<file path="src/rtl/isl_pkg.sv">
package isl_pkg;

  // Field widths of the word formats.
  localparam int FUNC_W   = 3;
  localparam int DATA_W   = 32;
  localparam int POS_W    = 7;
  localparam int STATUS_W = 2;
  localparam int CNT_W    = 7;

  // Number of cells in the chain; the count field must be able to hold it.
  localparam int CAPACITY = 64;

  typedef logic signed [DATA_W-1:0] data_t;

  typedef enum logic [FUNC_W-1:0] {
    FN_INSERT     = 3'd0,
    FN_APPEND     = 3'd1,
    FN_REMOVE     = 3'd2,
    FN_REMOVE_END = 3'd3,
    FN_READ       = 3'd4,
    FN_CONTAINS   = 3'd5
  } func_t;

  typedef enum logic [STATUS_W-1:0] {
    ST_OK    = 2'd0,
    ST_RANGE = 2'd1,
    ST_FULL  = 2'd2,
    ST_EMPTY = 2'd3
  } status_t;

  // Command broadcast from the controller to every cell of the chain.
  typedef struct packed {
    logic             exec;
    logic             load;
    logic             shift_up;
    logic             shift_down;
    logic             read_en;
    logic             search_en;
    logic [POS_W-1:0] pos;
    logic [CNT_W-1:0] limit;
    data_t            value;
  } cell_cmd_t;

endpackage

</file>
<file path="src/rtl/isl_cell.sv">
module isl_cell (
  input  logic                     clk,
  input  isl_pkg::cell_cmd_t       cmd,
  input  logic [isl_pkg::POS_W-1:0] idx,
  input  isl_pkg::data_t           left_data,
  input  isl_pkg::data_t           right_data,
  output isl_pkg::data_t           entry,
  output logic                     hit,
  output isl_pkg::data_t           rd_data
);
  import isl_pkg::*;

  data_t entry_r, entry_nxt;
  data_t rd_r, rd_nxt;
  logic  hit_r, hit_nxt;

  always_comb begin
    entry_nxt = entry_r;
    rd_nxt    = rd_r;
    hit_nxt   = hit_r;
    if (cmd.exec) begin
      if (cmd.load && (idx == cmd.pos)) begin
        entry_nxt = cmd.value;
      end else if (cmd.shift_up && (idx > cmd.pos)) begin
        entry_nxt = left_data;
      end else if (cmd.shift_down && (idx >= cmd.pos)) begin
        entry_nxt = right_data;
      end
      // Tags are taken from the entry as it stood before this command.
      hit_nxt = cmd.search_en && (CNT_W'(idx) < cmd.limit) && (entry_r == cmd.value);
      rd_nxt  = (cmd.read_en && (idx == cmd.pos)) ? entry_r : '0;
    end
  end

  always_ff @(posedge clk) begin
    entry_r <= entry_nxt;
    rd_r    <= rd_nxt;
    hit_r   <= hit_nxt;
  end

  assign entry   = entry_r;
  assign hit     = hit_r;
  assign rd_data = rd_r;

endmodule

</file>
<file path="config.mk">
export PLATFORM = sky130hd
export DESIGN_NAME = isl_cell
export DESIGN_NICKNAME = d
export VERILOG_FILES = /design/src/rtl/isl_pkg.sv /design/src/rtl/isl_cell.sv
export SDC_FILE = /design/constraint.sdc
export NUM_CORES = 1
export LEC_CHECK = 0
export ABC_AREA = 0
export BUFFER_PORTS_ARGS = -buffer_cell sky130_fd_sc_hd__buf_2
export CAP_MARGIN = 20
export CORE_MARGIN = 2
export CORE_UTILIZATION = 36
export CTS_BUF_LIST = sky130_fd_sc_hd__clkbuf_16
export DETAILED_ROUTE_END_ITERATION = 8
export PLACE_DENSITY = 0.68
export RECOVER_POWER = 100
export SLEW_MARGIN = 10
export SYNTH_ARGS = -nofsm -noshare
export SYNTH_HDL_FRONTEND = slang
export SYNTH_SLANG_ARGS = --single-unit
</file>
<file path="constraint.sdc">
create_clock -name clk -period 5.3 [get_ports clk]
set_input_delay 0.265 -clock clk [delete_from_list [all_inputs] [get_ports clk]]
set_output_delay 0.265 -clock clk [all_outputs]
set_load 0.1 [all_outputs]
</file>
=== Word level (Yosys, flattened, before mapping) ===
Cells that the tools add are included.

* Flip-flop bits (word level): 65
* Input bits: 124
* Output and inout port bits: 65
* Word-level logic and storage cells: 19

* $lt $le $gt $ge: 3
* Equal/unequal tests: 2
* Multiplexer cells: 3
* Reductions and logical operators: 8

{| class="wikitable"
|+ Operator list
! cell !! count
|-
| $mux 32 || 3
|-
| $eq 32x32->1 || 1
|-
| $eq 7x7->1 || 1
|-
| $ge 7x7->1 || 1
|-
| $gt 7x7->1 || 1
|-
| $lt 7x7->1 || 1
|-
| $logic_and 1x1->1 || 6
|-
| $reduce_bool 3->1 || 1
|-
| $reduce_and 2->1 || 1
|}

=== Logic depth before layout (Yosys ltp) ===
Gate-level depths: netlist of the first run.

* Depth after elaboration: 5
* Mapped depth: 9
* Gate-level depth less buffers: 6

=== Worst setup path before layout of the first run ===
Ideal clock, no wire load.

* Kind: input -> register
* Start: input cmd[45] (netlist bit)
* End: register entry_r[0], in the netlist entry[0] (enable)
* Library setup time: 0.440 ns
* Arrival time: 3.054 ns
* Data required time: 4.860 ns
* Setup slack: 1.806 ns
* Cell stages on the path: 8
* Cell sequence: inv_1 -> ha_1 -> and4_1 -> buf_6 -> nand2_2 -> buf_6 -> buf_2 -> a41oi_1

* Cells in the longest elaborated chain, start to end: 4
* Elaborated cells between the ends (all ways): 8
* Classes of those cells: order compare: 2; eq/ne: 1; reduce/logical: 5

{| class="wikitable"
|+ RTL lines
! item !! line !! text
|-
| from (decl) || isl_cell.sv:3 || <nowiki>input isl_pkg::cell_cmd_t cmd,</nowiki>
|-
| $gt 7x7->1 (tied with other cells) || isl_cell.sv:24 || <nowiki>end else if (cmd.shift_up && (idx > cmd.pos)) begin</nowiki>
|-
| $logic_and 1x1->1, on equally long branches || isl_cell.sv:24, isl_cell.sv:22, isl_cell.sv:26 ||
|-
| $reduce_bool 3->1 (no source line) (*) || - ||
|-
| $reduce_and 2->1 (no source line) (*) || - ||
|-
| to (signal assigned) || isl_cell.sv:36 || <nowiki>entry_r <= entry_nxt;</nowiki>
|-
| to (decl) || isl_cell.sv:13 || <nowiki>data_t entry_r, entry_nxt;</nowiki>
|}

Mark *: on every way between the ends. The rest lies on a longest branch, timed or not.
A chain may end at the register's enable or synchronous reset.

=== Final worst setup path of the first run ===
* Start: input idx[6] (netlist bit)
* End: register entry_r[14], in the netlist entry[14] (data pin)

* Cells in the longest elaborated chain, start to end: 4
* Elaborated cells between the ends (all ways): 6
* Classes of those cells: order compare: 1; eq/ne: 1; mux: 2; reduce/logical: 2

{| class="wikitable"
|+ RTL lines
! item !! line !! text
|-
| from (decl) || isl_cell.sv:4 || <nowiki>input logic [isl_pkg::POS_W-1:0] idx,</nowiki>
|-
| $gt 7x7->1 || isl_cell.sv:24 ||
|-
| $logic_and 1x1->1 || isl_cell.sv:24 ||
|-
| $mux 32 || isl_cell.sv:24 ||
|-
| $mux 32 (*) || isl_cell.sv:22 || <nowiki>if (cmd.load && (idx == cmd.pos)) begin</nowiki>
|}

Marks and branches as above.

==> metrics.md, run 1 <==
| Metric | Value |
|---|---|
| Place WS | 1.650 ns |
| Adder-cell share of the synthesized area | 0.03944 |
| MaxCap Viol Count | 2 |
| R2R Setup Slk | 3.56 ns |
| Residual DRC | 0 |
| Count of pins over their slew limit | 80 |
| Die Y | 111.0 um |
| Setup violators final | 0 |
| Setup TNS | 0 ns |
| RSZ-0062 raised after global routing | false |
| Antenna-violating nets left | 0 |
| EDFF count, synth | 65 |
| Die X | 111.0 um |
| Total die area | 12,330 um^2 |
| Grt ovf | 0 |
| Post-synth top area cell | edfxtp_1 |
| Post-Synthesis Net Count | 535 |
| Placed cell area | 5141 um^2 |
| Post-Synth Simple-Gate Area | 0.2203 |
| Commonest cells post-synth | edfxtp_1 (65), and3_1 (64), nand4_1 (40) |
| Setup CP Type | in -> reg |
| Initial antenna violation count | 1 |
| Post-synthesis mux area share | 0 |
| DRT Pass-1 Iters | 5 |
| Vias per cell | 5.697 |
| Worst Skew | 0.004561 ns |
| I/O Buffers | 188 |
| # fillers | 1,138 |
| Hold Path Class | in -> reg |
| Number of gates resized after CTS | 0 |
| Total length of routed wires | 14,340 um |
| PwrDens | 328.5 nW/um^2 |
| Switching share of power | 0.3780 |
| Most frequent cell after synthesis | edfxtp_1 |
| Final instance area | 5364 um^2 |
| Vias in the first global route | 4,028 |
| Pin count of the biggest net entering global routing | 66 |
| Area Growth Syn to Fin | 30.07% |
| Clock slew at reported path FFs | 0.05 ns |
| CTS tree | built |
| VDD IR max | 0.0001537 V |
| Area share of the largest cell type after synthesis | 0.4733 |
| Synth Warn # | 0 |
| Critical path cell sequence | buf_2 > ha_1 > and4_1 > clkbuf_1 > nand2_1 > clkbuf_1 > a31oi_1 > nand3_1 |
| Hold-critical path depth | 3 |
| Global-route wire length before repair | 21,710 um |
| Initial Util | 0.3643 |
| Final worst-path cycle share | 0.7365 |
| Startpoint Class | input pin |
| RR Startpoint | entry[29]$_DFFE_PP_ |
| Vias | 4,079 |
| Final hold vios | 0 |
| Switching Power | 0.6662 mW |
| CTS Buf Count | 9 |
| Final RePlAce weighted congestion | 0.8963 |
| Routed wire per std cell | 20.03 um |
| Hold buffer count at cts | 0 |
| HPWL after DPL | 10,530 um |
| Worst EP arrival | 3.97 ns |
| Synth Area in XOR/XNOR | 0.06796 |
| Setup bufs post-CTS | 0 |
| Actual slew at the worst max-slew pin | 1.954 ns |
| Synth Area in Compound Gates | 0.1387 |
| Synth unique cells | 32 |
| R2r endpoint | hit$_DFFE_PP_ |
| CP Capture Type | register |
| Post-synthesis sequential area ratio | 0.4733 |
| Initial DRC count | 310 |
| WP data required | 5.36 ns |
| Outcome | finished with violations |
| Synth async-reset ratio | 0 |
| Clock Tree Root | clkbuf_16 |
| Io pins | 189 |
| F_max | 256.2 MHz |
| Post-synthesis cell count | 398 |
| Largest family of logic cells by synthesized area | simple AND/OR/NAND/NOR gates |
| Clock power frac | 0.317 |
| Num rows | 39 |
| Internal | 1.096 mW |
| Rel. slew slack | -0.3028 |
| Worst path most repeated cell | clkbuf_1 |
| H-tree depth | 3 |
| Ys flop type | edfxtp_1 |
| Worst-Skew Late Latency | 0.33 ns |
| Failing checks | max-capacitance violations, max-slew violations |
| Core area | 11,320 um^2 |
| Nets@finish | 705 |
| Lkg Pwr | 2.356 nW |
| Final Util | 0.4738 |
| Sequential Power Share | 0.368 |
| Hold endpoint | entry[27]$_DFFE_PP_ |
| Final min period | 3.904 ns |
| Crit path max fanout | 44 |
| Cell Area, Synth | 4124 um^2 |
| Layout cells sized above 1 | 0.2552 |
| Clock Sinks | 65 |
| R2R depth | 4 |
| Part of the power in combinational logic | 0.315 |
| Seq cells post-synth | 65 |
| Min-Delay Startpoint | left_data[27] |
| CTS Buffer Depth | 2 |
| Mean Syn Cell Area | 10.36 um^2 |
| Critical Path Slowest Stage Cell | clkbuf_1 |
| Top post-synthesis cells by area | edfxtp_1 (47%), and3_1 (9.7%), xnor2_1 (6.2%), nand4_1 (6.1%), o211ai_1 (6.0%) |
| Crit path from | idx[6] |
| Slowest cell delay on critical path | 0.82 ns |
| GRT Total Usage | 0.2271 |
| Setup WS post-layout | 1.396 ns |
-- cells in the final DEF (no fill, tap or decap), types with 7 or more instances in the layout --
cell type and instances:
buf_2 122, clkbuf_1 69, edfxtp_1 65, and3_1 64, nand4_1 40, nand3_1 33, o211ai_1 33, a31oi_1 33
xnor2_1 29, inv_1 16, ha_1 13, clkbuf_16 9, nand2_1 7
-- registers in the layout (all words and copies together) (netlist names) --
name,count
entry,32
rd_data,32
hit,1
-- per-stage QoR --
| stage | power, mW | cells | hold WS (ns) |
|---|---|---|---|
| after floorplan | 1.061 | 398 | 0.3775 |
| after global placement | 1.204 | 696 | 0.5880 |
| after detailed placement | 1.216 | 697 | 0.5944 |
| after CTS | 1.773 | 712 | 0.2501 |
| after global routing | 1.822 | 716 | 0.2641 |
| final | 1.762 | 716 | 0.2601 |
-- layout make-up --
| cell class | instances | area (um^2) | share of cell area |
|---|---|---|---|
| multi-input cells | 280 | 1943 | 0.3623 |
| well taps | 143 | 178.9 | 0.03336 |
| clock buffers | 9 | 225.2 | 0.04199 |
| inverters | 15 | 56.30 | 0.01050 |
| flip-flops and latches | 65 | 1952 | 0.3639 |
| clock inverters | 6 | 51.30 | 0.009564 |
| diodes | 1 | 2.502 | 0.0004665 |
| repair buffers | 197 | 954.7 | 0.1780 |
-- metal layers --
layer | vias to the layer above | routed length, um | GRT usage
met5 | - | 0 | 0
li1 | 1914 | - | -
met3 | 35 | 1038 | 0.05741
met4 | 0 | 417 | 0.08642
met1 | 1909 | 5917 | 0.2864
met2 | 221 | 6966 | 0.3771
-- worst max-delay path, delay by kind of cell --
family | cells | cell delay (ns)
buffers and inverters | 3 | 1.58
AOI/OAI and AO/OA | 1 | 0.40
adders and majority gates | 1 | 0.32
and+or+nand+nor | 3 | 1.38
-- power groups by stage --
| stage | clock network, mW | registers [mW] | logic, mW |
|---|---|---|---|
| floorplan | 0 | 0.917 | 0.145 |
| global placement | 0 | 0.658 | 0.546 |
| detailed placement | 0 | 0.658 | 0.558 |
| CTS | 0.565 | 0.648 | 0.560 |
| global route | 0.584 | 0.655 | 0.583 |
| finish | 0.558 | 0.649 | 0.555 |
-- logic make-up (layout without fill, tap and decap cells) --
logic type	Yosys count	after routing
xor gates and xnor gates	32	32
other	0	1
DFF	65	65
AOI/OAI and AO/OA	82	82
buffers and inverters	53	227
adders and majority gates	13	13
and+or+nand+nor	153	153
-- how the worst max path moves through the flow --
stage	end	depth (start not counted)	slack [ns]
after detailed placement	entry[10]$_DFFE_PP_	7	1.65
after floorplan	entry[0]$_DFFE_PP_	8	1.81
after global routing	entry[19]$_DFFE_PP_	9	1.23
final	entry[14]$_DFFE_PP_	8	1.40
after global placement	entry[15]$_DFFE_PP_	7	1.50
after CTS	entry[15]$_DFFE_PP_	7	1.99
Note: power is estimated with default switching activity, not from simulation.
==> run 2, diff against run 1 <==
Settings changed: PLACE_DENSITY 0.68 to 0.71.
Clock period 5.3 ns to 3.13 ns, I/O delays scaled along.
==> metrics.md, run 2 (synthesis results as in run 1) <==
| Metric | Value |
|---|---|
| Hold Path Class | in -> reg |
| Die X | 111.0 um |
| Vias | 4,127 |
| Antenna-violating nets left | 0 |
| Critical path cell sequence | buf_2 > ha_1 > and4_1 > nand2_1 > buf_4 > a31oi_1 > nand3_1 |
| Crit path max fanout | 64 |
| Initial Util | 0.3643 |
| Clock Sinks | 65 |
| Final RePlAce weighted congestion | 0.8888 |
| Outcome | finished with violations |
| Worst-Skew Late Latency | 0.33 ns |
| VDD IR max | 0.0003021 V |
| Vias per cell | 5.764 |
| F_max | 400.3 MHz |
| Crit path from | idx[2] |
| PwrDens | 559.0 nW/um^2 |
| R2R Setup Slk | 1.39 ns |
| Worst Skew | 0.005501 ns |
| R2R depth | 4 |
| CTS Buf Count | 9 |
| Grt ovf | 0 |
| Failing checks | max-capacitance violations, max-slew violations |
| Global-route wire length before repair | 21,950 um |
| Place WS | 0.6692 ns |
| Slowest cell delay on critical path | 0.94 ns |
| Clock slew at reported path FFs | 0.05 ns |
| # diodes | 0 |
| Num rows | 39 |
| # fillers | 1,102 |
| RR Startpoint | entry[29]$_DFFE_PP_ |
| CP Capture Type | register |
| Setup WS post-layout | 0.6321 ns |
| Crit path to | entry[10]$_DFFE_PP_ |
| Final hold vios | 0 |
| MaxCap Viol Count | 1 |
| Layout cells sized above 1 | 0.2583 |
| Vias in the first global route | 3,969 |
| Setup CP Type | in -> reg |
| GRT Total Usage | 0.2292 |
| Actual slew at the worst max-slew pin | 1.907 ns |
| Total die area | 12,330 um^2 |
| Count of pins over their slew limit | 34 |
| Number of gates resized after CTS | 0 |
| Final min period | 2.498 ns |
| Setup violators final | 0 |
| CTS Buffer Depth | 2 |
| Pin count of the biggest net entering global routing | 65 |
| H-tree depth | 3 |
| Setup TNS | 0 ns |
| DRT Pass-1 Iters | 5 |
| Clock Tree Root | clkbuf_16 |
| Critical Path Slowest Stage Cell | and4_1 |
| Area Growth Syn to Fin | 29.34% |
| HPWL after DPL | 10,480 um |
| Routed wire per std cell | 20.08 um |
| Die Y | 111.0 um |
| R2r endpoint | hit$_DFFE_PP_ |
| Final worst-path cycle share | 0.7980 |
| Lkg Pwr | 2.349 nW |
| Total length of routed wires | 14,380 um |
| CTS tree | built |
| Initial DRC count | 489 |
| Startpoint Class | input pin |
| Nets@finish | 706 |
| Min-Delay Startpoint | right_data[0] |
| Rel. slew slack | -0.2710 |
| Core area | 11,320 um^2 |
| WHS | 0.1508 ns |
| Io pins | 189 |
| Residual DRC | 0 |
| WP data required | 3.18 ns |
| Final Util | 0.4712 |
| Worst EP arrival | 2.55 ns |
| Most common cell after layout, fill and taps aside | buf_2 |
| RSZ-0062 raised after global routing | false |
| Hold buffer count at cts | 0 |
| Setup bufs post-CTS | 0 |
| Most frequent cells in the layout | buf_2 (122), clkbuf_1 (68), edfxtp_1 (65) |
| I/O Buffers | 188 |
| Initial antenna violation count | 0 |
[run 2: cell type report]
cell class	instances	area, um^2	area share
sequential	65	1952	0.3659
multi-input combinational	280	1944	0.3645
timing repair buffer	198	925.9	0.1736
clock buffer	9	225.2	0.04222
tap	143	178.9	0.03354
inverter	15	56.30	0.01056
clock inverter	6	51.30	0.009618
[run 2: layer usage]
layer | vias up | routed length [um] | global-route usage
met1 | 1943 | 5886 | 0.2972
met2 | 245 | 6908 | 0.3820
met5 | - | 0 | 0
met4 | 0 | 349 | 0.07819
met3 | 27 | 1234 | 0.04921
li1 | 1912 | - | -
[run 2: power breakdown]
part / switching [mW] / internal, mW
clock: 0.351 / 0.600
combinational: 0.728 / 0.202
sequential: 0.0561 / 1.04
total: 1.14 / 1.85
[run 2: per-stage QoR]
| step | std cells | area (um^2) | power [mW] |
|---|---|---|---|
| 2_1_floorplan | 398 | 4131 | 1.797 |
| 3_3_place_gp | 701 | 5151 | 2.048 |
| 3_5_place_dp | 701 | 5151 | 2.061 |
| 4_1_cts | 716 | 5428 | 3.014 |
| 5_1_grt | 716 | 5334 | 3.080 |
| 6_report | 716 | 5334 | 2.981 |
[run 2: how the worst min path moves through the flow]
stage	end	slack [ns]	cells after the start
floorplan	hit$_DFFE_PP_	0.27	0
global placement	entry[20]$_DFFE_PP_	0.48	3
detailed placement	entry[11]$_DFFE_PP_	0.48	3
CTS	entry[0]$_DFFE_PP_	0.14	3
global route	entry[28]$_DFFE_PP_	0.15	3
finish	entry[0]$_DFFE_PP_	0.15	3
[run 2: critical path: cells and delay by family]
| family | cells | cell delay [ns] |
|---|---|---|
| adders and majority gates | 1 | 0.33 |
| AOI/OAI and AO/OA | 1 | 0.24 |
| buffers and inverters | 2 | 0.51 |
| and+or+nand+nor | 3 | 1.30 |
==> run 3, diff against run 2 <==
Settings changed: PLACE_DENSITY 0.71 to 0.68.
Clock period 3.13 ns to 2.4 ns, I/O delays scaled along.
==> metrics.md, run 3 (synthesis results as in run 1) <==
| Metric | Value |
|---|---|
| # fillers | 1,114 |
| Routed wire per std cell | 20.51 um |
| WHS | 0.1074 ns |
| MaxCap Viol Count | 1 |
| Grt ovf | 0 |
| HPWL after DPL | 10,510 um |
| H-tree depth | 3 |
| PwrDens | 731.8 nW/um^2 |
| Most common cell after layout, fill and taps aside | buf_2 |
| Outcome | finished with violations |
| Total die area | 12,330 um^2 |
| Startpoint Class | input pin |
| Crit path max fanout | 32 |
| Actual slew at the worst max-slew pin | 1.902 ns |
| Antenna-violating nets left | 0 |
| Area of the multi-input gates | 1946 um^2 |
| Hold buffer count at cts | 0 |
| Final min period | 2.078 ns |
| CTS Buf Count | 9 |
| Rel. slew slack | -0.2682 |
| Vias | 4,177 |
| Setup bufs post-CTS | 0 |
| Die X | 111.0 um |
| Io pins | 189 |
| Flip-flop and latch area | 1952 um^2 |
| Number of gates resized after CTS | 0 |
| Worst EP arrival | 2.15 ns |
| Clock slew at reported path FFs | 0.06 ns |
| Critical Path Slowest Stage Cell | clkbuf_1 |
| Initial Util | 0.3643 |
| Initial antenna violation count | 3 |
| DRT Pass-1 Iters | 5 |
| Failing checks | max-capacitance violations, max-slew violations |
| Worst Skew | 0.007506 ns |
| Residual DRC | 0 |
| Lkg Pwr | 2.357 nW |
| Place WS | 0.1775 ns |
| CTS Buffer Depth | 2 |
| VDD IR max | 0.0003952 V |
| Global-route wire length before repair | 22,490 um |
| Slowest cell delay on critical path | 0.61 ns |
| WP data required | 2.47 ns |
| Initial DRC count | 469 |
| Final hold vios | 0 |
| Layout cells sized above 1 | 0.2630 |
| DP Cell Count | 705 |
| Setup WS post-layout | 0.3219 ns |
| Clock Tree Root | clkbuf_16 |
| Vias in the first global route | 3,975 |
| GRT Total Usage | 0.2355 |
| Final Total Pwr | 3.930 mW |
| Num rows | 39 |
| Area Growth Syn to Fin | 30.22% |
| Most frequent cells in the layout | buf_2 (121), clkbuf_1 (70), edfxtp_1 (65) |
| CTS tree | built |
| Final RePlAce weighted congestion | 0.9356 |
| Clock Sinks | 65 |
| Worst-Skew Late Latency | 0.34 ns |
| Critical path cell sequence | buf_2 > inv_1 > ha_1 > and4_1 > clkbuf_1 > o21ai_2 > buf_4 > nand4_1 > nand3_1 |
| Core area | 11,320 um^2 |
| RSZ-0062 raised after global routing | false |
| CP Capture Type | register |
| Setup CP Type | in -> reg |
| Die Y | 111.0 um |
| Nets@finish | 710 |
| I/O Buffers | 188 |
| F_max | 481.2 MHz |
| Vias per cell | 5.793 |
| # diodes | 0 |
| Total length of routed wires | 14,790 um |
| Cell Count, Final, Fillers Out | 721 |
| Count of pins over their slew limit | 34 |
| Setup violators final | 0 |
| Setup TNS | 0 ns |
| Final worst-path cycle share | 0.8659 |
| Hold Path Class | in -> reg |
| Pin count of the biggest net entering global routing | 41 |
==> run 3: cell type report <==
class / count / area share
clock buffer: 9 / 0.04194
clock inverter: 7 / 0.01142
sequential: 65 / 0.3635
timing repair buffer: 202 / 0.1771
inverter: 15 / 0.01048
tap: 143 / 0.03332
multi-input combinational: 280 / 0.3623
==> run 3: metal layers <==
metal | global-route usage | vias to the layer above | wire length [um]
met5 | 0 | - | 26
met4 | 0.08313 | 4 | 381
met3 | 0.05960 | 35 | 1350
met2 | 0.3820 | 247 | 7121
met1 | 0.3074 | 1967 | 5908
li1 | - | 1924 | -
==> run 3: final timing paths <==
path	from	depth (start not counted)	slack (ns)	to
worst max-delay path	cmd[45]	9	0.32	entry[6]$_DFFE_PP_
worst min-delay path	left_data[27]	3	0.11	entry[27]$_DFFE_PP_
worst max register to register	entry[29]$_DFFE_PP_	4	0.68	hit$_DFFE_PP_
worst min register to register	entry[15]$_DFFE_PP_	1	0.63	rd_data[15]$_SDFFCE_PN0P_
==> run 3: power by group <==
group	leakage, nW	switching, mW	internal (mW)	total [mW]
Clock	0.134	0.485	0.790	1.27
Combinational	1.57	0.953	0.266	1.22
Sequential	0.654	0.0750	1.36	1.44
==> run 3: critical path: cells and delay by family <==
kind	cells	cell delay, ns
buffers and inverters	4	1.01
AND/OR/NAND/NOR	3	0.59
AO/OA/AOI/OAI	1	0.10
adder cells (fa/ha/maj)	1	0.32
==> run 3: stage by stage <==
step	utilization	cell area (um^2)
2_1_floorplan	-	4143
3_3_place_gp	0.4577	5181
3_5_place_dp	0.4577	5181
4_1_cts	0.4830	5468
5_1_grt	0.4744	5370
6_report	0.4744	5370
